==> src/hdl/lfu_pkg.sv <==
// Shared types and constants for the LFU key-value cache.
// Holds the request and response payloads and the cell command and status structs.
// Depends on nothing; every other file in hdl imports it.
`default_nettype none

package lfu_pkg;

   localparam int ENTRIES    = 16;
   localparam int COUNT_BITS = 16;
   localparam int KEY_BITS   = 32;
   localparam int VALUE_BITS = 32;
   localparam int CAP_BITS   = 5;
   localparam int CAP_RESET  = 16;
   localparam int IDX_BITS   = (ENTRIES > 1) ? $clog2(ENTRIES) : 1;
   localparam int CNT_BITS   = $clog2(ENTRIES + 1);
   localparam int WIDE_BITS  = CAP_BITS + CNT_BITS;

   localparam logic OP_GET = 1'b0;
   localparam logic OP_SET = 1'b1;

   typedef struct packed {
      logic                          operation;
      logic signed [KEY_BITS-1:0]    lookup_key;
      logic signed [VALUE_BITS-1:0]  store_value;
   } req_type;

   typedef struct packed {
      logic                          hit;
      logic signed [VALUE_BITS-1:0]  read_value;
   } rsp_type;

   typedef enum logic [1:0] {
      CMD_NONE,
      CMD_BUMP,
      CMD_EVICT,
      CMD_INSERT
   } cmd_code_type;

   // Command broadcast to every cell; a separate select line picks the target cell.
   typedef struct packed {
      cmd_code_type           code;
      logic                   set_value;
      logic [IDX_BITS-1:0]    rank;
      logic [KEY_BITS-1:0]    key;
      logic [VALUE_BITS-1:0]  value;
   } cmd_type;

   typedef struct packed {
      logic                   valid;
      logic                   match;
      logic [IDX_BITS-1:0]    rank;
      logic [VALUE_BITS-1:0]  value;
   } cell_status_type;

   // Best eviction candidate seen so far along the chain.
   typedef struct packed {
      logic                   found;
      logic [COUNT_BITS-1:0]  count;
      logic [IDX_BITS-1:0]    rank;
      logic [IDX_BITS-1:0]    index;
   } cand_type;

endpackage

`default_nettype wire

==> src/hdl/lfu_cell.sv <==
// One cache entry of the LFU cache: key, value, use count and recency rank.
// Also one stage of the registered victim-search chain. Uses lfu_pkg.
`default_nettype none

module lfu_cell (
   input  wire logic                      clock,
   input  wire logic                      reset,
   input  wire lfu_pkg::cmd_type          cmd,
   input  wire logic                      sel,
   input  wire logic [lfu_pkg::IDX_BITS-1:0] cell_index,
   input  wire lfu_pkg::cand_type         cand_in,
   output lfu_pkg::cand_type              cand_out,
   output lfu_pkg::cell_status_type       status
);
   import lfu_pkg::*;

   logic                   valid_ff, valid_in;
   logic [KEY_BITS-1:0]    key_ff, key_in;
   logic [VALUE_BITS-1:0]  value_ff, value_in;
   logic [COUNT_BITS-1:0]  count_ff, count_in;
   logic [IDX_BITS-1:0]    rank_ff, rank_in;
   cand_type               cand_ff, cand_in_next;
   logic                   own_better;

   always_comb begin
      valid_in = valid_ff;
      key_in   = key_ff;
      value_in = value_ff;
      count_in = count_ff;
      rank_in  = rank_ff;
      unique case (cmd.code)
         CMD_BUMP: begin
            if (sel) begin
               if (count_ff != '1) begin
                  count_in = count_ff + COUNT_BITS'(1);
               end
               rank_in = '0;
               if (cmd.set_value) begin
                  value_in = cmd.value;
               end
            end else if (valid_ff && (rank_ff < cmd.rank)) begin
               rank_in = rank_ff + IDX_BITS'(1);
            end
         end
         CMD_EVICT: begin
            if (sel) begin
               valid_in = 1'b0;
            end else if (valid_ff && (rank_ff > cmd.rank)) begin
               rank_in = rank_ff - IDX_BITS'(1);
            end
         end
         CMD_INSERT: begin
            if (sel) begin
               valid_in = 1'b1;
               key_in   = cmd.key;
               value_in = cmd.value;
               count_in = COUNT_BITS'(1);
               rank_in  = '0;
            end else if (valid_ff) begin
               rank_in = rank_ff + IDX_BITS'(1);
            end
         end
         default: begin
         end
      endcase
   end

   // Lowest count wins; among equal counts the older entry (larger rank) wins.
   assign own_better = valid_ff &&
                       (!cand_in.found || (count_ff < cand_in.count) ||
                        ((count_ff == cand_in.count) && (rank_ff > cand_in.rank)));

   always_comb begin
      if (own_better) begin
         cand_in_next.found = 1'b1;
         cand_in_next.count = count_ff;
         cand_in_next.rank  = rank_ff;
         cand_in_next.index = cell_index;
      end else begin
         cand_in_next = cand_in;
      end
   end

   always_ff @(posedge clock) begin
      if (reset) begin
         valid_ff <= 1'b0;
         cand_ff  <= '0;
      end else begin
         valid_ff <= valid_in;
         cand_ff  <= cand_in_next;
      end
      key_ff   <= key_in;
      value_ff <= value_in;
      count_ff <= count_in;
      rank_ff  <= rank_in;
   end

   assign cand_out     = cand_ff;
   assign status.valid = valid_ff;
   assign status.match = valid_ff && (key_ff == cmd.key);
   assign status.rank  = rank_ff;
   assign status.value = value_ff;

endmodule

`default_nettype wire

==> src/hdl/lfu_key_value_cache.sv <==
// Top level of the LFU key-value cache: control sequencer, response register and cell row.
// Depends on lfu_pkg and lfu_cell.
`default_nettype none

// The cache holds up to ENTRIES key/value pairs in a row of cells, one entry per cell.
// A get request that hits raises the entry's use count (saturating) and makes it the most
// recent entry, then returns its value with hit set; a miss returns hit clear and all ones.
// A set request updates and bumps an existing key or inserts a new one with count 1; when
// the number of valid entries has reached the capacity register, the entry with the lowest
// count, oldest among equals, is evicted first. Sets produce no response. Capacity 0 acts
// as 1 and values above ENTRIES act as ENTRIES; lowering it does not flush entries.
// Requests are handled one at a time. Every request passes through lookup and select;
// a get that hits then bumps the entry and responds, a get that misses goes straight to
// the response, a set that hits bumps the entry, and a set that misses inserts, after a
// scan and an eviction when the cache is full. The victim is found by a candidate that
// travels one cell per clock down the registered search chain, so the scan runs until it
// has passed the whole chain. A finished response waits in an output register, so a new
// request is accepted while the previous response is still waiting to be taken; a get
// that finishes while that response is still waiting holds in its last step until the
// register is free. The capacity register may only be written while the cache is idle.

module lfu_key_value_cache (
   input  wire logic                       clock,
   input  wire logic                       reset,
   input  wire logic                       req_valid,
   output logic                            req_ready,
   input  wire lfu_pkg::req_type           req_data,
   output logic                            rsp_valid,
   input  wire logic                       rsp_ready,
   output lfu_pkg::rsp_type                rsp_data,
   input  wire logic                       csr_write_enable,
   input  wire logic [lfu_pkg::CAP_BITS-1:0] csr_write_data
);
   import lfu_pkg::*;

   typedef enum logic [2:0] {
      ST_IDLE,
      ST_LOOKUP,
      ST_SELECT,
      ST_BUMP,
      ST_SCAN,
      ST_EVICT,
      ST_INSERT,
      ST_RESPOND
   } state_type;

   state_type               state_ff, state_in;
   req_type                 req_ff, req_in;
   rsp_type                 rsp_data_ff, rsp_data_in;
   logic                    rsp_valid_ff, rsp_valid_in;
   logic [CAP_BITS-1:0]     capacity_ff, capacity_in;
   logic [ENTRIES-1:0]      hit_vec_ff, hit_vec_in;
   logic                    any_hit_ff, any_hit_in;
   logic                    full_ff, full_in;
   logic [IDX_BITS-1:0]     hit_rank_ff, hit_rank_in;
   logic [VALUE_BITS-1:0]   hit_value_ff, hit_value_in;
   cand_type                victim_ff, victim_in;
   logic [CNT_BITS-1:0]     scan_cnt_ff, scan_cnt_in;

   cmd_type                 cmd;
   logic [ENTRIES-1:0]      cell_sel;
   cell_status_type         status [ENTRIES];
   cand_type                cand_chain [ENTRIES+1];
   logic [ENTRIES-1:0]      valid_vec;
   logic [ENTRIES-1:0]      match_vec;
   logic [CNT_BITS-1:0]     valid_count;
   logic [WIDE_BITS-1:0]    cap_eff;
   logic [IDX_BITS-1:0]     sel_rank;
   logic [VALUE_BITS-1:0]   sel_value;
   logic                    free_found;
   logic [IDX_BITS-1:0]     free_idx;

   // The row of cells. Each cell passes its best eviction candidate to the next one
   // every clock; the tail of the chain holds the winner once the row has stayed
   // unchanged while a candidate passed through every cell.
   assign cand_chain[0] = '0;

   for (genvar i = 0; i < ENTRIES; i++) begin : g_cell
      lfu_cell u_cell (
         .clock      (clock),
         .reset      (reset),
         .cmd        (cmd),
         .sel        (cell_sel[i]),
         .cell_index (IDX_BITS'(i)),
         .cand_in    (cand_chain[i]),
         .cand_out   (cand_chain[i+1]),
         .status     (status[i])
      );
      assign valid_vec[i] = status[i].valid;
      assign match_vec[i] = status[i].match;
   end

   assign valid_count = CNT_BITS'($countones(valid_vec));

   // Effective capacity, clamped to the range one to ENTRIES.
   always_comb begin
      if (capacity_ff == '0) begin
         cap_eff = WIDE_BITS'(1);
      end else if (WIDE_BITS'(capacity_ff) > WIDE_BITS'(ENTRIES)) begin
         cap_eff = WIDE_BITS'(ENTRIES);
      end else begin
         cap_eff = WIDE_BITS'(capacity_ff);
      end
   end

   // The hit vector is one-hot or empty, so an OR over the masked cells picks the entry.
   always_comb begin
      sel_rank  = '0;
      sel_value = '0;
      for (int i = 0; i < ENTRIES; i++) begin
         if (hit_vec_ff[i]) begin
            sel_rank  = sel_rank | status[i].rank;
            sel_value = sel_value | status[i].value;
         end
      end
   end

   // Lowest-numbered free entry for an insert.
   always_comb begin
      free_found = 1'b0;
      free_idx   = '0;
      for (int i = ENTRIES - 1; i >= 0; i--) begin
         if (!valid_vec[i]) begin
            free_found = 1'b1;
            free_idx   = IDX_BITS'(i);
         end
      end
   end

   // Command to the cells; only the update states change entry contents.
   always_comb begin
      cmd.code      = CMD_NONE;
      cmd.set_value = (req_ff.operation == OP_SET);
      cmd.rank      = hit_rank_ff;
      cmd.key       = req_ff.lookup_key;
      cmd.value     = req_ff.store_value;
      cell_sel      = '0;
      unique case (state_ff)
         ST_BUMP: begin
            cmd.code = CMD_BUMP;
            cell_sel = hit_vec_ff;
         end
         ST_EVICT: begin
            cmd.rank = victim_ff.rank;
            if (victim_ff.found) begin
               cmd.code = CMD_EVICT;
               for (int i = 0; i < ENTRIES; i++) begin
                  cell_sel[i] = (victim_ff.index == IDX_BITS'(i));
               end
            end
         end
         ST_INSERT: begin
            if (free_found) begin
               cmd.code = CMD_INSERT;
               for (int i = 0; i < ENTRIES; i++) begin
                  cell_sel[i] = (free_idx == IDX_BITS'(i));
               end
            end
         end
         default: begin
         end
      endcase
   end

   // Sequencer next-state logic.
   always_comb begin
      state_in     = state_ff;
      req_in       = req_ff;
      rsp_data_in  = rsp_data_ff;
      rsp_valid_in = rsp_valid_ff && !rsp_ready;
      capacity_in  = capacity_ff;
      hit_vec_in   = hit_vec_ff;
      any_hit_in   = any_hit_ff;
      full_in      = full_ff;
      hit_rank_in  = hit_rank_ff;
      hit_value_in = hit_value_ff;
      victim_in    = victim_ff;
      scan_cnt_in  = scan_cnt_ff;

      if (csr_write_enable) begin
         capacity_in = csr_write_data;
      end

      unique case (state_ff)
         ST_IDLE: begin
            if (req_valid) begin
               req_in   = req_data;
               state_in = ST_LOOKUP;
            end
         end
         ST_LOOKUP: begin
            hit_vec_in = match_vec;
            full_in    = (WIDE_BITS'(valid_count) >= cap_eff);
            state_in   = ST_SELECT;
         end
         ST_SELECT: begin
            any_hit_in   = |hit_vec_ff;
            hit_rank_in  = sel_rank;
            hit_value_in = sel_value;
            scan_cnt_in  = '0;
            if (|hit_vec_ff) begin
               state_in = ST_BUMP;
            end else if (req_ff.operation == OP_GET) begin
               state_in = ST_RESPOND;
            end else if (full_ff) begin
               state_in = ST_SCAN;
            end else begin
               state_in = ST_INSERT;
            end
         end
         ST_BUMP: begin
            state_in = (req_ff.operation == OP_GET) ? ST_RESPOND : ST_IDLE;
         end
         ST_SCAN: begin
            scan_cnt_in = scan_cnt_ff + CNT_BITS'(1);
            if (scan_cnt_ff == CNT_BITS'(ENTRIES - 1)) begin
               victim_in = cand_chain[ENTRIES];
               state_in  = ST_EVICT;
            end
         end
         ST_EVICT: begin
            state_in = ST_INSERT;
         end
         ST_INSERT: begin
            state_in = ST_IDLE;
         end
         ST_RESPOND: begin
            if (!rsp_valid_ff || rsp_ready) begin
               rsp_valid_in           = 1'b1;
               rsp_data_in.hit        = any_hit_ff;
               rsp_data_in.read_value = any_hit_ff ? hit_value_ff : '1;
               state_in               = ST_IDLE;
            end
         end
         default: begin
            state_in = ST_IDLE;
         end
      endcase
   end

   always_ff @(posedge clock) begin
      if (reset) begin
         state_ff     <= ST_IDLE;
         rsp_valid_ff <= 1'b0;
         capacity_ff  <= CAP_BITS'(CAP_RESET);
         hit_vec_ff   <= '0;
         scan_cnt_ff  <= '0;
      end else begin
         state_ff     <= state_in;
         rsp_valid_ff <= rsp_valid_in;
         capacity_ff  <= capacity_in;
         hit_vec_ff   <= hit_vec_in;
         scan_cnt_ff  <= scan_cnt_in;
      end
      req_ff       <= req_in;
      rsp_data_ff  <= rsp_data_in;
      any_hit_ff   <= any_hit_in;
      full_ff      <= full_in;
      hit_rank_ff  <= hit_rank_in;
      hit_value_ff <= hit_value_in;
      victim_ff    <= victim_in;
   end

   assign req_ready = (state_ff == ST_IDLE);
   assign rsp_valid = rsp_valid_ff;
   assign rsp_data  = rsp_data_ff;

   // Keys are unique among valid entries, so a lookup matches at most one cell.
   a_hit_onehot: assert property (@(posedge clock) disable iff (reset)
      $onehot0(hit_vec_ff))
      else $error("more than one cell matched the request key");

   // A bump always targets the entry that matched.
   a_bump_has_target: assert property (@(posedge clock) disable iff (reset)
      (state_ff == ST_BUMP) |-> (hit_vec_ff != '0))
      else $error("bump issued without a matching entry");

   // The chosen victim is a live entry when it is evicted.
   a_victim_valid: assert property (@(posedge clock) disable iff (reset)
      ((state_ff == ST_EVICT) && victim_ff.found) |-> ((valid_vec & cell_sel) != '0))
      else $error("eviction targets an invalid entry");

   // An eviction always leaves a free entry for the following insert.
   a_insert_room: assert property (@(posedge clock) disable iff (reset)
      (state_ff == ST_INSERT) |-> free_found)
      else $error("insert found no free entry");

   // A new response is only loaded from the response state.
   a_rsp_source: assert property (@(posedge clock) disable iff (reset)
      $rose(rsp_valid_ff) |-> $past(state_ff == ST_RESPOND))
      else $error("response loaded outside the response state");

endmodule

`default_nettype wire

==> config.mk <==
export PLATFORM = sky130hd
export DESIGN_NAME = lfu_key_value_cache
export DESIGN_NICKNAME = d
export VERILOG_FILES = /design/src/hdl/lfu_pkg.sv /design/src/hdl/lfu_cell.sv /design/src/hdl/lfu_key_value_cache.sv
export SDC_FILE = /design/constraint.sdc
export NUM_CORES = 2
export LEC_CHECK = 0
export ABC_AREA = 0
export BUFFER_PORTS_ARGS = -buffer_cell sky130_fd_sc_hd__buf_2
export CAP_MARGIN = 30
export CELL_PAD_IN_SITES_DETAIL_PLACEMENT = 1
export CELL_PAD_IN_SITES_GLOBAL_PLACEMENT = 1
export CORE_ASPECT_RATIO = 0.75
export CORE_MARGIN = 2
export CORE_UTILIZATION = 35
export CTS_CLUSTER_DIAMETER = 80
export DETAILED_ROUTE_END_ITERATION = 12
export GPL_TIMING_DRIVEN = 0
export HOLD_SLACK_MARGIN = 0.05
export PLACE_DENSITY = 0.64
export SLEW_MARGIN = 10
export SYNTH_ARGS = -nofsm -noshare
export SYNTH_HDL_FRONTEND = slang
export SYNTH_HIERARCHICAL = 1
export SYNTH_SLANG_ARGS = --single-unit
==> constraint.sdc <==
create_clock -name clock -period 17.5 [get_ports clock]
set_clock_uncertainty 0.2 [all_clocks]
set_input_delay 0.875 -clock clock [delete_from_list [all_inputs] [get_ports clock]]
set_output_delay 0.875 -clock clock [all_outputs]
set_load 0.05 [all_outputs]
==> reports/summary.txt <==
Die H: 448.4 um
Worst Path Class, Setup: reg2reg
CTS tree: done
min cycle time layout: 5.351 ns
Worst-path clk slew: 0.06 ns
die area: 0.2675 mm2
Crit-path slowest cell: dfxtp_1
remaining antenna violation count: 0
H-tree Lvls: 4
Ys Warns: 6
Clock Tree Buf Depth: 4
DR WL/cell: 24.11 um
Buffers & Inverters on Critical Path: 3
share of cells above drive strength 1: 0.09697
Worst Hold Depth: 3
Layout Utilization: 0.4106
fin. max-slew vios: 0
largest net degree at the start of global routing: 82
cell family with most CP delay: adder cells
grt total ovfl: 0
final std cells w/o fill: 11,727
gr usage total: 0.2081
Sink Count: 1,919
core footprint: 0.2625 mm2
Critical Path, Cell by Cell: buf_4 > fa_1 > fa_1 > inv_1 > fa_1 > fa_1 > inv_1 > ha_1 > fa_1 > xor2_1 > ha_1 > nor2b_1 > o21ai_0 > a21oi_1
Avg Cell Area, Syn: 12.38 um2
mapped cell area: 0.09216 mm2
TritonCTS buffer count: 205
root cell of the clock tree: clkbuf_16
routed wire length: 282,800 um
CP Launch Type: flop
drt drc: 0
Starting Density: 0.3511
via count: 61,893
DR vias/cell: 5.278
Worst path depth: 14
GP Congestion: 0.8578
Pleak: 38.81 nW
global-route wire length before repair: 420,300 um
Iter 0 DRT Violations: 5,000
R2R depth: 14
Critical Path RT: 17.95 ns
actual slew at the worst max-slew pin: 1.085 ns
Nets: 8,629
detailed-placement wirelength estimate: 204,500 um
max cap viols: 0
CP max stage delay: 0.99 ns
Setup crit end kind: flop
max_slew headroom: 0.2766
final worst-path cycle share: 0.3058
Fillers: 27,558
placed insts: 11,286
area of the multi-input gates: 0.03627 mm2
vias in the first global route: 63,977
Setup TNS: 0 ns
Site Rows: 163
Critical Path Fanout Max: 8
I/O Buffers: 107
Detailed Routing Iterations Pass 1: 8
initial antenna violation count: 10
Clk Latency, worst-skew pair: 0.91 ns
final setup fails: 0
Final Hold Fails: 0
synthesized instance count: 7,443
Die Width: 596.5 um
worst path arrival time: 5.80 ns
RSZ-0062 raised after global routing: no
fmax: 0.1869 GHz
power per cell area: 92.39 mW/mm2
Area growth syn-to-layout: 16.95%
outcome: complete, no violations
Ports: 110
post-CTS setup buffer count: 0
Register Area: 0.05332 mm2
Top cell by count, worst path: fa_1
worst hold-check path type: in2reg
Peak VDD IR: 0.00007927 V
-- worst register-to-register path, cell delays in order (launching register included) --
cell and delay [ns]:
dfxtp_1 0.99, buf_4 0.29, fa_1 0.41, fa_1 0.50, inv_1 0.06, fa_1 0.47, fa_1 0.49, inv_1 0.04
ha_1 0.21, fa_1 0.46, xor2_1 0.19, ha_1 0.28, nor2b_1 0.12, o21ai_0 0.08, a21oi_1 0.31
-- state kept, by name, indices dropped and copies added (netlist names), 5 cells and up --
| name | count |
|---|---|
| scan_cnt_ff | 5 |
| capacity_ff | 5 |
| cmd | 65 |
| g_cell.u_cell/valid_ff | 16 |
| g_cell.u_cell/cand_out | 384 |
| victim_ff | 9 |
| hit_value_ff | 32 |
| rsp_data | 33 |
| g_cell.u_cell/key_ff | 512 |
| hit_vec_ff | 16 |
| g_cell.u_cell/rank_ff | 64 |
| g_cell.u_cell/count_ff | 256 |
| g_cell.u_cell/value_ff | 512 |
-- stage by stage --
stage	area [um2]	hold WS (ns)	total power (W)	setup WS (ns)
finish	107800	0.1281	0.009958	12.15
global route	107800	0.1369	0.01029	12.02
CTS	107700	0.08656	0.01006	12.18
detailed placement	100600	0.1941	0.005791	12.22
global placement	97440	0.1968	0.005690	-6.751
floorplan	92570	0.1855	0.005492	9.414
-- where the power goes --
part | total [W] | internal, W | leakage (nW) | switching, W
Sequential | 0.00508 | 0.00500 | 16.9 | 0.0000883
Combinational | 0.000622 | 0.000262 | 18.7 | 0.000360
Clock | 0.00425 | 0.00240 | 3.17 | 0.00185
-- cell type report --
cell class / count / area share
Sequential cell: 1919 / 0.4947
Clock buffer: 271 / 0.05251
Antenna cell: 2 / 0.00004644
Multi-Input combinational cell: 4918 / 0.3365
Buffer: 268 / 0.01484
Timing Repair Buffer: 339 / 0.03826
Clock inverter: 98 / 0.007291
Inverter: 447 / 0.01557
Tap cell: 3465 / 0.04023
-- timing repair --
item                      CTS  global route
gates resized for setup     0             0
hold endpoints to repair   67             0
hold buffers               67             0
-- placed cells by master (no fill, tap or decap), types with 17 or more instances in the layout --
master	count
nor2b_1	105
dfxtp_1	430
o211ai_1	33
mux2i_1	388
and4_1	32
o21ai_0	152
edfxtp_1	1489
clkinv_2	35
buf_16	38
dlygate4sd3_1	67
o31ai_1	22
buf_8	74
nand2_1	274
ha_1	446
a221oi_1	160
and3_1	63
nand4_1	218
clkbuf_1	238
clkinv_1	34
a22oi_1	40
xor2_1	208
a22o_1	144
o21a_1	17
inv_1	444
clkbuf_16	210
a41oi_1	18
buf_4	24
nand3_2	17
buf_2	118
nor2_4	17
nor3_1	26
or3_1	47
xnor2_1	483
a21oi_1	286
buf_12	57
nor2_1	331
conb_1	111
nor4_1	57
nand3_1	165
nand2b_1	821
-- path summary, 6_finish.rpt --
check                                 from             end  slack, ns
max              g_cell[4].u_cell/valid_ff         full_ff      12.15
min                      csr_write_data[0]  capacity_ff[0]       0.13
max reg2reg      g_cell[4].u_cell/valid_ff         full_ff      12.15
min reg2reg  g_cell[15].u_cell/cand_out[2]    victim_ff[2]       0.21
-- per-layer routing --
| metal | GRT usage | share of wire |
|---|---|---|
| met5 | 0 | 0 |
| met3 | 0.02909 | 0.060 |
| met1 | 0.2990 | 0.47 |
| met2 | 0.3313 | 0.45 |
| met4 | 0.04896 | 0.023 |
Note: power is estimated with default switching activity, not from simulation.
